==> src/rtl/core/ale_pkg.sv <==
// ============================================================================
// ale_pkg
// Shared types and codes for the array list engine.
// ============================================================================
package ale_pkg;

    localparam int CAPACITY = 64;
    localparam int AW = $clog2(CAPACITY);
    localparam int CW = $clog2(CAPACITY + 1);

    localparam logic [3:0] OP_PUSH_BACK  = 4'd0;
    localparam logic [3:0] OP_PUSH_FRONT = 4'd1;
    localparam logic [3:0] OP_INSERT     = 4'd2;
    localparam logic [3:0] OP_POP_BACK   = 4'd3;
    localparam logic [3:0] OP_POP_FRONT  = 4'd4;
    localparam logic [3:0] OP_ERASE      = 4'd5;
    localparam logic [3:0] OP_FIND       = 4'd6;
    localparam logic [3:0] OP_REMOVE_ONE = 4'd7;
    localparam logic [3:0] OP_REMOVE_ALL = 4'd8;
    localparam logic [3:0] OP_CLEAR      = 4'd9;
    localparam logic [3:0] OP_SORT       = 4'd10;
    localparam logic [3:0] OP_BSEARCH    = 4'd11;
    localparam logic [3:0] OP_DUMP       = 4'd12;

    localparam logic [2:0] ST_OK       = 3'd0;
    localparam logic [2:0] ST_FULL     = 3'd1;
    localparam logic [2:0] ST_EMPTY    = 3'd2;
    localparam logic [2:0] ST_BADPOS   = 3'd3;
    localparam logic [2:0] ST_NOTFOUND = 3'd4;

    typedef struct packed {
        logic [3:0]         operation;
        logic signed [31:0] value;
        logic [6:0]         position;
    } ale_in_t;

    typedef struct packed {
        logic [2:0]         status;
        logic               found;
        logic [5:0]         index;
        logic [6:0]         count;
        logic signed [31:0] element;
        logic               last;
    } ale_out_t;

    // memory port request from the sequencer
    typedef struct packed {
        logic               rd_en;
        logic [AW-1:0]      rd_addr;
        logic               wr_en;
        logic [AW-1:0]      wr_addr;
        logic signed [31:0] wr_data;
    } ale_mem_req_t;

endpackage

==> src/rtl/core/ale_ram.sv <==
// ============================================================================
// ale_ram
// List storage: one write port, one read port, registered read data.
// ============================================================================
module ale_ram
    import ale_pkg::*;
(
    input  logic               aclk,
    input  ale_mem_req_t       req,
    output logic signed [31:0] rd_data
);

    logic signed [31:0] mem [CAPACITY];

    // write port
    always_ff @(posedge aclk) begin
        if (req.wr_en) begin
            mem[req.wr_addr] <= req.wr_data;
        end
    end

    // read port, read data registered
    always_ff @(posedge aclk) begin
        if (req.rd_en) begin
            rd_data <= mem[req.rd_addr];
        end
    end

endmodule

==> src/rtl/core/ale_seq.sv <==
// ============================================================================
// ale_seq
// Operation sequencer: walks the list through the memory port, one read and
// at most one write per step, and builds the result words.
// ============================================================================
module ale_seq
    import ale_pkg::*;
(
    input  logic               aclk,
    input  logic               aresetn,
    input  logic               s_valid,
    output logic               s_ready,
    input  ale_in_t            s_data,
    output logic               m_valid,
    input  logic               m_ready,
    output ale_out_t           m_data,
    output ale_mem_req_t       mreq,
    input  logic signed [31:0] rd_data
);

    localparam logic [3:0] S_IDLE  = 4'd0;
    localparam logic [3:0] S_READ  = 4'd1;  // issue read (ptr, ptr-1 for insert, mid for bsearch)
    localparam logic [3:0] S_USE   = 4'd2;  // read data valid
    localparam logic [3:0] S_EMIT  = 4'd3;  // hand result to output register
    localparam logic [3:0] S_SORT1 = 4'd4;  // insertion sort: read key
    localparam logic [3:0] S_SORT2 = 4'd5;  // key back, read j-1
    localparam logic [3:0] S_SORT3 = 4'd6;  // compare and shift
    localparam logic [3:0] S_DUMP  = 4'd7;  // dump element data back
    localparam logic [3:0] S_INS   = 4'd8;  // insert shift data back

    logic [3:0]         state_reg, state_next;
    logic [CW-1:0]      cnt_reg, cnt_next;
    logic [3:0]         op_reg;
    logic signed [31:0] val_reg;
    logic [CW-1:0]      ptr_reg, ptr_next;   // read pointer
    logic [CW-1:0]      wp_reg, wp_next;     // write pointer / sort j
    logic [CW-1:0]      lo_reg, lo_next;     // bsearch left / sort i
    logic [CW-1:0]      hi_reg, hi_next;     // bsearch right + 1
    logic               hit_reg, hit_next;
    logic signed [31:0] key_reg, key_next;
    logic [2:0]         st_reg, st_next;
    logic [5:0]         idx_reg, idx_next;

    logic               ov_reg, ov_next;
    ale_out_t           od_reg, od_next;

    logic               cap_load;
    ale_out_t           cap_word;
    logic               out_free;
    logic [CW-1:0]      mid;

    assign out_free = !ov_reg || m_ready;
    assign s_ready  = (state_reg == S_IDLE);
    assign m_valid  = ov_reg;
    assign m_data   = od_reg;
    assign mid      = lo_reg + ((hi_reg - lo_reg - 1'b1) >> 1);

    // control registers
    always_ff @(posedge aclk) begin
        if (!aresetn) begin
            state_reg <= S_IDLE;
            cnt_reg   <= '0;
            ov_reg    <= 1'b0;
        end else begin
            state_reg <= state_next;
            cnt_reg   <= cnt_next;
            ov_reg    <= ov_next;
        end
    end

    // working registers
    always_ff @(posedge aclk) begin
        if (s_valid && s_ready) begin
            op_reg  <= s_data.operation;
            val_reg <= s_data.value;
        end
        ptr_reg <= ptr_next;
        wp_reg  <= wp_next;
        lo_reg  <= lo_next;
        hi_reg  <= hi_next;
        hit_reg <= hit_next;
        key_reg <= key_next;
        st_reg  <= st_next;
        idx_reg <= idx_next;
        od_reg  <= od_next;
    end

    // output register
    always_comb begin
        ov_next = ov_reg;
        od_next = od_reg;
        if (m_ready) begin
            ov_next = 1'b0;
        end
        if (cap_load) begin
            ov_next = 1'b1;
            od_next = cap_word;
        end
    end

    // sequencer
    always_comb begin
        state_next = state_reg;
        cnt_next   = cnt_reg;
        ptr_next   = ptr_reg;
        wp_next    = wp_reg;
        lo_next    = lo_reg;
        hi_next    = hi_reg;
        hit_next   = hit_reg;
        key_next   = key_reg;
        st_next    = st_reg;
        idx_next   = idx_reg;
        cap_load   = 1'b0;
        cap_word   = '0;
        mreq       = '0;

        unique case (state_reg)
            S_IDLE: begin
                if (s_valid) begin
                    st_next    = ST_OK;
                    idx_next   = '0;
                    hit_next   = 1'b0;
                    key_next   = s_data.value;
                    ptr_next   = '0;
                    wp_next    = '0;
                    state_next = S_EMIT;
                    case (s_data.operation)
                        OP_PUSH_BACK, OP_PUSH_FRONT, OP_INSERT: begin
                            if (cnt_reg >= CW'(CAPACITY)) begin
                                st_next = ST_FULL;
                            end else if (s_data.operation == OP_INSERT
                                         && s_data.position > 7'(cnt_reg)) begin
                                st_next = ST_BADPOS;
                            end else begin
                                // shift up from the end down to the slot
                                wp_next = (s_data.operation == OP_PUSH_BACK) ? cnt_reg
                                        : (s_data.operation == OP_PUSH_FRONT) ? '0
                                        : CW'(s_data.position);
                                ptr_next   = cnt_reg;
                                state_next = S_READ;
                            end
                        end
                        OP_POP_BACK: begin
                            if (cnt_reg == '0) st_next = ST_EMPTY;
                            else cnt_next = cnt_reg - 1'b1;
                        end
                        OP_POP_FRONT, OP_ERASE: begin
                            if (cnt_reg == '0) begin
                                st_next = ST_EMPTY;
                            end else if (s_data.operation == OP_ERASE
                                         && s_data.position >= 7'(cnt_reg)) begin
                                st_next = ST_BADPOS;
                            end else begin
                                // compaction skipping the erased slot
                                lo_next    = (s_data.operation == OP_ERASE)
                                           ? CW'(s_data.position) : '0;
                                state_next = S_READ;
                            end
                        end
                        OP_FIND, OP_REMOVE_ONE, OP_REMOVE_ALL: begin
                            state_next = S_READ;
                        end
                        OP_CLEAR: cnt_next = '0;
                        OP_SORT: begin
                            lo_next    = CW'(1);
                            state_next = S_SORT1;
                        end
                        OP_BSEARCH: begin
                            lo_next    = '0;
                            hi_next    = cnt_reg;
                            state_next = S_READ;
                        end
                        OP_DUMP: begin
                            state_next = S_READ;
                        end
                        default: ;
                    endcase
                end
            end

            S_READ: begin
                unique case (op_reg)
                    OP_PUSH_BACK, OP_PUSH_FRONT, OP_INSERT: begin
                        if (ptr_reg == wp_reg) begin
                            mreq.wr_en   = 1'b1;
                            mreq.wr_addr = AW'(wp_reg);
                            mreq.wr_data = val_reg;
                            cnt_next     = cnt_reg + 1'b1;
                            state_next   = S_EMIT;
                        end else begin
                            mreq.rd_en   = 1'b1;
                            mreq.rd_addr = AW'(ptr_reg - 1'b1);
                            state_next   = S_INS;
                        end
                    end
                    OP_BSEARCH: begin
                        if (lo_reg >= hi_reg) begin
                            st_next    = ST_NOTFOUND;
                            state_next = S_EMIT;
                        end else begin
                            mreq.rd_en   = 1'b1;
                            mreq.rd_addr = AW'(mid);
                            state_next   = S_USE;
                        end
                    end
                    OP_DUMP: begin
                        if (cnt_reg == '0) begin
                            state_next = S_EMIT;
                        end else if (out_free) begin
                            mreq.rd_en   = 1'b1;
                            mreq.rd_addr = AW'(ptr_reg);
                            state_next   = S_DUMP;
                        end
                    end
                    default: begin
                        // linear walks: find, remove, erase, pop front
                        if (ptr_reg >= cnt_reg) begin
                            if (op_reg == OP_REMOVE_ALL) begin
                                cnt_next = wp_reg;
                            end else if (op_reg == OP_POP_FRONT
                                         || op_reg == OP_ERASE
                                         || (op_reg == OP_REMOVE_ONE && hit_reg)) begin
                                cnt_next = cnt_reg - 1'b1;
                            end else if (!hit_reg) begin
                                st_next = ST_NOTFOUND;
                            end
                            state_next = S_EMIT;
                        end else begin
                            mreq.rd_en   = 1'b1;
                            mreq.rd_addr = AW'(ptr_reg);
                            state_next   = S_USE;
                        end
                    end
                endcase
            end

            S_INS: begin
                mreq.wr_en   = 1'b1;
                mreq.wr_addr = AW'(ptr_reg);
                mreq.wr_data = rd_data;
                ptr_next     = ptr_reg - 1'b1;
                state_next   = S_READ;
            end

            S_USE: begin
                state_next = S_READ;
                ptr_next   = ptr_reg + 1'b1;
                unique case (op_reg)
                    OP_BSEARCH: begin
                        if (val_reg < rd_data) begin
                            hi_next = mid;
                        end else if (val_reg > rd_data) begin
                            lo_next = mid + 1'b1;
                        end else begin
                            hit_next   = 1'b1;
                            idx_next   = 6'(mid);
                            state_next = S_EMIT;
                        end
                    end
                    OP_FIND: begin
                        if (rd_data == val_reg) begin
                            hit_next   = 1'b1;
                            idx_next   = 6'(ptr_reg);
                            state_next = S_EMIT;
                        end
                    end
                    OP_REMOVE_ALL: begin
                        if (rd_data != val_reg) begin
                            mreq.wr_en   = 1'b1;
                            mreq.wr_addr = AW'(wp_reg);
                            mreq.wr_data = rd_data;
                            wp_next      = wp_reg + 1'b1;
                        end
                    end
                    OP_REMOVE_ONE: begin
                        // drop the first match, shift the rest down
                        if (!hit_reg && rd_data == val_reg) begin
                            hit_next = 1'b1;
                        end else begin
                            mreq.wr_en   = 1'b1;
                            mreq.wr_addr = AW'(wp_reg);
                            mreq.wr_data = rd_data;
                            wp_next      = wp_reg + 1'b1;
                        end
                    end
                    default: begin
                        // pop front / erase: skip slot lo
                        if (ptr_reg != lo_reg) begin
                            mreq.wr_en   = 1'b1;
                            mreq.wr_addr = AW'(wp_reg);
                            mreq.wr_data = rd_data;
                            wp_next      = wp_reg + 1'b1;
                        end
                    end
                endcase
            end

            S_DUMP: begin
                cap_load         = 1'b1;
                cap_word.status  = ST_OK;
                cap_word.count   = 7'(cnt_reg);
                cap_word.element = rd_data;
                cap_word.last    = (ptr_reg + 1'b1 == cnt_reg);
                ptr_next         = ptr_reg + 1'b1;
                state_next       = (ptr_reg + 1'b1 == cnt_reg) ? S_IDLE : S_READ;
            end

            S_SORT1: begin
                if (lo_reg >= cnt_reg) begin
                    state_next = S_EMIT;
                end else begin
                    mreq.rd_en   = 1'b1;
                    mreq.rd_addr = AW'(lo_reg);
                    wp_next      = lo_reg;
                    state_next   = S_SORT2;
                end
            end

            S_SORT2: begin
                key_next     = rd_data;
                mreq.rd_en   = 1'b1;
                mreq.rd_addr = AW'(wp_reg - 1'b1);
                state_next   = S_SORT3;
            end

            S_SORT3: begin
                if (rd_data > key_reg) begin
                    mreq.wr_en   = 1'b1;
                    mreq.wr_addr = AW'(wp_reg);
                    mreq.wr_data = rd_data;
                    wp_next      = wp_reg - 1'b1;
                    if (wp_reg == CW'(1)) begin
                        // key lands at the front on the next pass
                        state_next = S_SORT3;
                    end else begin
                        mreq.rd_en   = 1'b1;
                        mreq.rd_addr = AW'(wp_reg - 2'd2);
                    end
                end else begin
                    mreq.wr_en   = 1'b1;
                    mreq.wr_addr = AW'(wp_reg);
                    mreq.wr_data = key_reg;
                    lo_next      = lo_reg + 1'b1;
                    state_next   = S_SORT1;
                end
                if (wp_reg == '0) begin
                    mreq         = '0;
                    mreq.wr_en   = 1'b1;
                    mreq.wr_addr = '0;
                    mreq.wr_data = key_reg;
                    wp_next      = wp_reg;
                    lo_next      = lo_reg + 1'b1;
                    state_next   = S_SORT1;
                end
            end

            S_EMIT: begin
                if (out_free) begin
                    cap_load        = 1'b1;
                    cap_word.status = st_reg;
                    cap_word.found  = hit_reg && (op_reg == OP_FIND
                                                  || op_reg == OP_BSEARCH);
                    cap_word.index  = (op_reg == OP_FIND || op_reg == OP_BSEARCH)
                                    ? idx_reg : '0;
                    cap_word.count  = 7'(cnt_reg);
                    cap_word.last   = 1'b1;
                    state_next      = S_IDLE;
                end
            end

            default: state_next = S_IDLE;
        endcase
    end

endmodule

==> src/rtl/core/array_list_engine_top.sv <==
// ============================================================================
// array_list_engine_top
// Fixed-capacity ordered list of signed words with a request/result stream.
// ============================================================================
// Usage: one request word on s_ (operation, value, position) per operation.
// Each request gives one result word on m_, except dump, which gives one
// word per held element (one word when empty), the final one with last set.
// A new request is taken only once the previous one has finished its walk.
// Push, insert, erase, find and removes walk the list one memory read and
// write step at a time; pop back, clear and errors need no memory access;
// bsearch halves the range per read; dump reads one element per word; sort
// is an insertion sort, bounded by the single memory read port. The result
// sits in an output register, so a stalled receiver only holds the sequencer
// at the step that emits the next word.
// Reset (aresetn low, synchronous) empties the list; memory contents are
// not cleared and never read before being written.
module array_list_engine_top
    import ale_pkg::*;
(
    input  logic     aclk,
    input  logic     aresetn,
    input  logic     s_valid,
    output logic     s_ready,
    input  ale_in_t  s_data,
    output logic     m_valid,
    input  logic     m_ready,
    output ale_out_t m_data
);

    ale_mem_req_t       mreq;
    logic signed [31:0] rd_data;

    // sequencer
    ale_seq u_seq (
        .aclk    (aclk),
        .aresetn (aresetn),
        .s_valid (s_valid),
        .s_ready (s_ready),
        .s_data  (s_data),
        .m_valid (m_valid),
        .m_ready (m_ready),
        .m_data  (m_data),
        .mreq    (mreq),
        .rd_data (rd_data)
    );

    // list storage
    ale_ram u_ram (
        .aclk    (aclk),
        .req     (mreq),
        .rd_data (rd_data)
    );

endmodule
==> config.mk <==
export PLATFORM = sky130hd
export DESIGN_NAME = array_list_engine_top
export DESIGN_NICKNAME = d
export VERILOG_FILES = /design/src/rtl/core/ale_pkg.sv /design/src/rtl/core/ale_ram.sv /design/src/rtl/core/ale_seq.sv /design/src/rtl/core/array_list_engine_top.sv
export SDC_FILE = /design/constraint.sdc
export NUM_CORES = 2
export LEC_CHECK = 0
export ABC_AREA = 1
export BUFFER_PORTS_ARGS = -buffer_cell sky130_fd_sc_hd__buf_4
export CORE_ASPECT_RATIO = 1.4
export CORE_MARGIN = 3
export CORE_UTILIZATION = 25
export CTS_CLUSTER_SIZE = 28
export DETAILED_ROUTE_END_ITERATION = 10
export SYNTH_ARGS = -nofsm -noshare
export SYNTH_HDL_FRONTEND = slang
export SYNTH_SLANG_ARGS = --single-unit
==> constraint.sdc <==
create_clock -name aclk -period 17.7 [get_ports aclk]
set_clock_uncertainty 0.05 [all_clocks]
set_input_delay 0.885 -clock aclk [delete_from_list [all_inputs] [get_ports aclk]]
set_output_delay 0.885 -clock aclk [all_outputs]
set_load 0.1 [all_outputs]
* After elaboration in Yosys (flattened, before gate mapping)
Memory sizes are Yosys's and may differ from the RTL's. A register that Yosys moved wholly into a read port is not among the register bits.
Index checks and enable logic that the tools add are counted.
** Storage, ports and cells
- Word-level logic and storage cells :: 282
- Bits in writable memories :: 2048
- Input bits :: 47
- Flip-flop bits (word level) :: 168
- Memories :: 1
- Output and inout bits :: 52
** Operators by class
- $lt $le $gt $ge :: 9
- Equal/unequal tests :: 73
- $add $sub $neg :: 12
- Reduce and logical (&&, ||, !) cells :: 44
- Mux-type cells :: 124
** Memories
- u_ram.mem :: words 64, bits a word 32, rd ports 1, clocked after Yosys merged registers in 1, wr ports 1, RTL line ale_ram.sv:13 : logic signed [31:0] mem [CAPACITY];
** Operators with widths (number)
- $mux W7 :: 44
- $mux W39 :: 5
- $pmux W39 S4 :: 1
- $pmux W39 S3 :: 1
- $pmux W7 S3 :: 5
- $pmux W7 S2 :: 5
- $gt A32 B32 Y1 :: 2
- $mux W32 :: 2
- $pmux W32 S2 :: 1
- $pmux W7 S4 :: 2
- $eq A4 B3 Y1 const B :: 12
- $mux W46 :: 1
- $mux W4 :: 11
- $ne A3 B3 Y1 const B :: 13
- $eq A4 B4 Y1 const B :: 9
- $pmux W4 S9 :: 1
- $add A7 B1 Y7 const B :: 5
- $eq A32 B32 Y1 :: 1
- $lt A32 B32 Y1 :: 1
- $ne A32 B32 Y1 :: 1
- $ge A7 B7 Y1 :: 4
- $sub A7 B1 Y7 const B :: 4
- $mux W3 :: 9
- $mux W6 :: 4
- other kinds (47) :: 118

* Longest topological paths before layout
- Depth in word-level cells :: 8
- Mapped depth :: 28
- Mapped depth without buffers :: 25

* Modules after synthesis
A second synthesis with hierarchy kept.
** Second synthesis, totals
- Cells, all modules :: 8352
- Area, all modules :: 95595.4 µm²
** Modules (own cells, without submodules)
- ale_ram :: instances 1, area each 83106.0 µm², cells each 6785, seq. area each 62459.9 µm²
- ale_seq :: instances 1, area each 12489.5 µm², cells each 1567, seq. area each 4924.7 µm²

* Worst setup path before layout
No wires, ideal clock.
- Kind :: reg2reg
- Start point :: register u_ram.rd_data[31] (read register of u_ram.mem)
- End point :: memory u_ram.mem[0][31] (data pin)
- Stages on the path, launching flop included :: 11
- Clock period less this slack :: 6.945 ns
- Buffers on the path :: 1
- Path slack :: 10.755 ns
- Setup time :: 1.009 ns
- Data arrival time :: 5.887 ns
- Required time :: 16.641 ns
- Cells stage by stage :: edfxtp_1 -> ha_1 -> a21oi_1 -> o21a_1 -> nand2_1 -> a21oi_1 -> nand3_1 -> nand3_1 -> nor2_1 -> clkbuf_1 -> o311ai_0
** RTL lines
- start: declaration :: RTL line ale_ram.sv:10 : output logic signed [31:0] rd_data
- end: declaration :: RTL line ale_ram.sv:13

* Final worst setup path
- Start point :: register u_seq.cnt_reg[3]
- End point :: register u_ram.rd_data[5] (read register of u_ram.mem) (data pin)
** On the way
- Cells in the longest elaborated chain, start to end :: 4
- Elaborated cells on any way between the ends :: 8
- Classes of those cells :: order compare (2); mux (5); reduce/logical (1)
** RTL lines
- start: declaration :: RTL line ale_seq.sv:32 : logic [CW-1:0] cnt_reg, cnt_next;
- start signal: assignment :: RTL line ale_seq.sv:66 : cnt_reg <= cnt_next;
- $ge A7 B7 Y1 / $logic_not A7 Y1 (equally long branches) :: RTL line ale_seq.sv:217, ale_seq.sv:207
- $mux W7, on equally long branches :: RTL line ale_seq.sv:217, ale_seq.sv:207
- $pmux W7 S3 :: RTL line ale_seq.sv:182 : unique case (op_reg)
- $pmux W7 S4 (*) :: RTL line ale_seq.sv:117 : unique case (state_reg)
Every way passes the cells marked *; elsewhere a longest branch is shown, timed or not.
A chain may end at the register's enable or synchronous reset.

==> impl_metrics.env <==
export IMPL_status="complete, no violations"
export IMPL_synth_seq_cells=2248
export IMPL_place_congestion=0.905
export IMPL_hold_viol=0
export IMPL_slowest_stage="buf_4"
export IMPL_initial_utilization=0.252
export IMPL_switchingPower_w=0.00628
export IMPL_cp_end_kind="flip-flop"
export IMPL_regMostFlops="u_ram.mem"
export IMPL_htreeDepth=4
export IMPL_wl_mm=300
export IMPL_vias_per_cell=4.82
export IMPL_cp_data_arrival_time_ns=7.93
export IMPL_clock_sinks=2248
export IMPL_period_needed_ns=7.42
export IMPL_cts_setup_buffers=0
export IMPL_maxSlewHeadroom=0.0865
export IMPL_whs_ns=0.152
export IMPL_setup_viol_count_final=0
export IMPL_via_count=70300
export IMPL_maxSlewViolCount=0
export IMPL_drive_above_1_share=0.0718
export IMPL_die_y_um=753
export IMPL_hold_buffers=0
export IMPL_hold_path_class="input pin to flip-flop"
export IMPL_p_int_w=0.0103
export IMPL_multi_input_area_um2=27600
export IMPL_grt_pass1_wl_mm=443
export IMPL_drv_cap=0
export IMPL_drtPass1Iterations=6
export IMPL_final_nets=9348
export IMPL_max_stage_delay_ns=0.91
export IMPL_overflow=0
export IMPL_die_w_um=540
export IMPL_critPathKind="flip-flop to flip-flop"
export IMPL_ctsRootBufferMaster="clkbuf_16"
export IMPL_numPortBuffers=98
export IMPL_synth_area_per_cell_um2=10.7
export IMPL_largest_reg_flops=2048
export IMPL_startpoint_type="flip-flop"
export IMPL_ctsResizeCount=0
export IMPL_grt_max_degree=230
export IMPL_timing_setup_tns_ns=0
export IMPL_wire_per_inst_um=20.6
export IMPL_fp_coreArea_um2=396000
export IMPL_dieArea_um2=407000
export IMPL_clk_pin_slew_ns=0.07
export IMPL_stdcell_count=14600
export IMPL_syn_num_nets=9462
export IMPL_ant_nets=0
export IMPL_fmax_ghz=0.135
export IMPL_worst_pin_slew_ns=1.37
export IMPL_path_max_fanout=229
export IMPL_numCtsBuffers=212
export IMPL_register_area_um2=67400
export IMPL_pwr_share_clk=0.267
export IMPL_fillers=40400
export IMPL_async_flop_share=0
export IMPL_row_count=273
export IMPL_p_sw_frac=0.379
export IMPL_clk_latency_ns=0.87
export IMPL_synth_distinct_cells=53
export IMPL_antenna_found_initial=5
export IMPL_pwr_share_seq=0.403
export IMPL_drcViolationCount=0
export IMPL_place_inst=14200
export IMPL_tritoncts="done"
export IMPL_rsz0062_at_grt="false"
export IMPL_yosys_warnings=0
export IMPL_ys_flop_type="edfxtp_1"
export IMPL_first_global_vias=66400
export IMPL_worstPathRequired_ns=18.21
export IMPL_synth_seq_area_share=0.676
export IMPL_drt_iter0_markers=7546
export IMPL_syn_to_final_growth_pct=13.4
export IMPL_cts_max_path_buffers=4
export IMPL_track_usage=0.141
export IMPL_crit_chain="clkinv_1, ha_1, a21oi_1, nor2_1, a211oi_1, o211ai_1, nor2_1, a21oi_4, buf_4, nand3_4, buf_12, buf_4, buf_4, o21ai_1, nand2_1, nand3_1, nand3_1, nand3_1, nand3_1, nand2_1"
export IMPL_p_leak_nw=41.3
export IMPL_ir_drop_uv=113
export IMPL_syn_area_um2=99700
export IMPL_path_common_cell="nand3_1"
export IMPL_final_period_utilization=0.419
export IMPL_dp_hpwl_mm=168
export IMPL_synth_edf_count=2236
export IMPL_netlist_instances=9296
export IMPL_combPwrFrac=0.331
export IMPL_io_pins=99
export IMPL_powerDensity_nw_per_um2=147
[kinds of logic (layout without fill, tap and decap cells)]
group           after synthesis  in the layout  share of synthesized area
compound gates              863            863                     0.0480
buf+inv                    1348           1396                     0.0537
other cells                   0              6                          0
simple gates               4669           4669                      0.203
fa+ha+maj                   119            119                     0.0151
xor+xnor                     49             49                    0.00430
flops                      2248           2248                      0.676
[layer usage]
layer  part of all wire  wire, um  up-vias  track usage
met5                  0         0        -            0
met2               0.51    152000     2758        0.252
li1                   -         -    32200            -
met3              0.067     20200      594       0.0180
met4              0.037     11100        0       0.0511
met1               0.39    117000    34700        0.174
[final timing paths]
kind | startpoint | end | slack [ns] | depth (start not counted)
max | u_seq.cnt_reg[3]$_SDFFE_PN0P_ | u_ram.rd_data[5]$_DFFE_PP_ | 10.28 | 20
min | s_data[23] | u_seq.val_reg[16]$_DFFE_PP_ | 0.15 | 1
max reg2reg | u_seq.cnt_reg[3]$_SDFFE_PN0P_ | u_ram.rd_data[5]$_DFFE_PP_ | 10.28 | 20
min reg2reg | u_seq.idx_reg[2]$_SDFFCE_PN0P_ | u_seq.m_data[42]$_SDFFCE_PN0P_ | 0.50 | 2
[power groups by stage]
stage / Clock, W / Sequential (W) / Combinational (W)
after floorplan: 0 / 0.00678 / 0.00348
after global placement: 0 / 0.00678 / 0.00538
after detailed placement: 0 / 0.00678 / 0.00541
after CTS: 0.00449 / 0.00667 / 0.00543
after global routing: 0.00469 / 0.00669 / 0.00599
final: 0.00442 / 0.00667 / 0.00548
[cells in the mapped netlist (all sizes together) (9+ instances only)]
cell type / n / area share
a21oi: 116 / 0.0059
buf: 296 / 0.014
clkbuf: 307 / 0.012
dfxtp: 12 / 0.0024
edfxtp: 2236 / 0.67
ha: 117 / 0.015
inv: 738 / 0.028
nand2: 2840 / 0.11
nand3: 1016 / 0.051
nand4: 541 / 0.034
nor2: 239 / 0.0091
nor3: 17 / 0.00090
o2111ai: 10 / 0.00088
o211ai: 109 / 0.0082
o21ai: 576 / 0.029
o22ai: 9 / 0.00056
xnor2: 15 / 0.0013
xor2: 34 / 0.0030
[area by class of cell]
type / count / area share
multi-input cells: 5700 / 0.244
diodes: 6 / 0.000133
flip-flops and latches: 2248 / 0.596
clock inverters: 122 / 0.00867
well taps: 5225 / 0.0578
inverters: 745 / 0.0249
repair buffers: 275 / 0.0195
clock buffers: 254 / 0.0489
[cell usage in the layout, fill, tap and decap left out, types with 5 or more instances in the layout]
cell,instances
xnor2_1,15
dfxtp_1,12
o22ai_1,9
clkinv_1,55
inv_2,8
bufinv_16,14
a211oi_1,7
clkbuf_16,215
diode_2,6
nor2_1,165
nor2_2,8
clkinvlp_4,5
o21ai_0,151
ha_1,117
xor2_1,34
nand3_1,1014
a21oi_1,115
inv_1,727
nand2_1,2832
nor2_4,66
buf_12,11
nor3_1,16
edfxtp_1,2236
buf_4,264
nand4_1,541
o211ai_1,109
clkinv_4,5
clkbuf_1,39
clkinv_2,44
o21ai_1,423
o2111ai_1,10
[worst max-delay path, delay by kind of cell (launching register included)]
family                     cells  cell delay, ns
AOI/OAI and AO/OA              5            0.97
DFF                            1            0.53
adders and majority gates      1            0.34
buffers and inverters          5            2.96
and+or+nand+nor                9            1.76
[metrics by stage]
step,setup slack [ns],util,total power [W],cell area (um2)
after detailed placement,10.42,0.269,0.0122,107000
final,10.28,0.286,0.0166,113000
after global routing,9.79,0.286,0.0174,113000
after floorplan,10.75,-,0.0103,99700
after CTS,10.40,0.286,0.0166,113000
after global placement,10.46,0.269,0.0122,107000
Power figures use the tool's default switching activity.
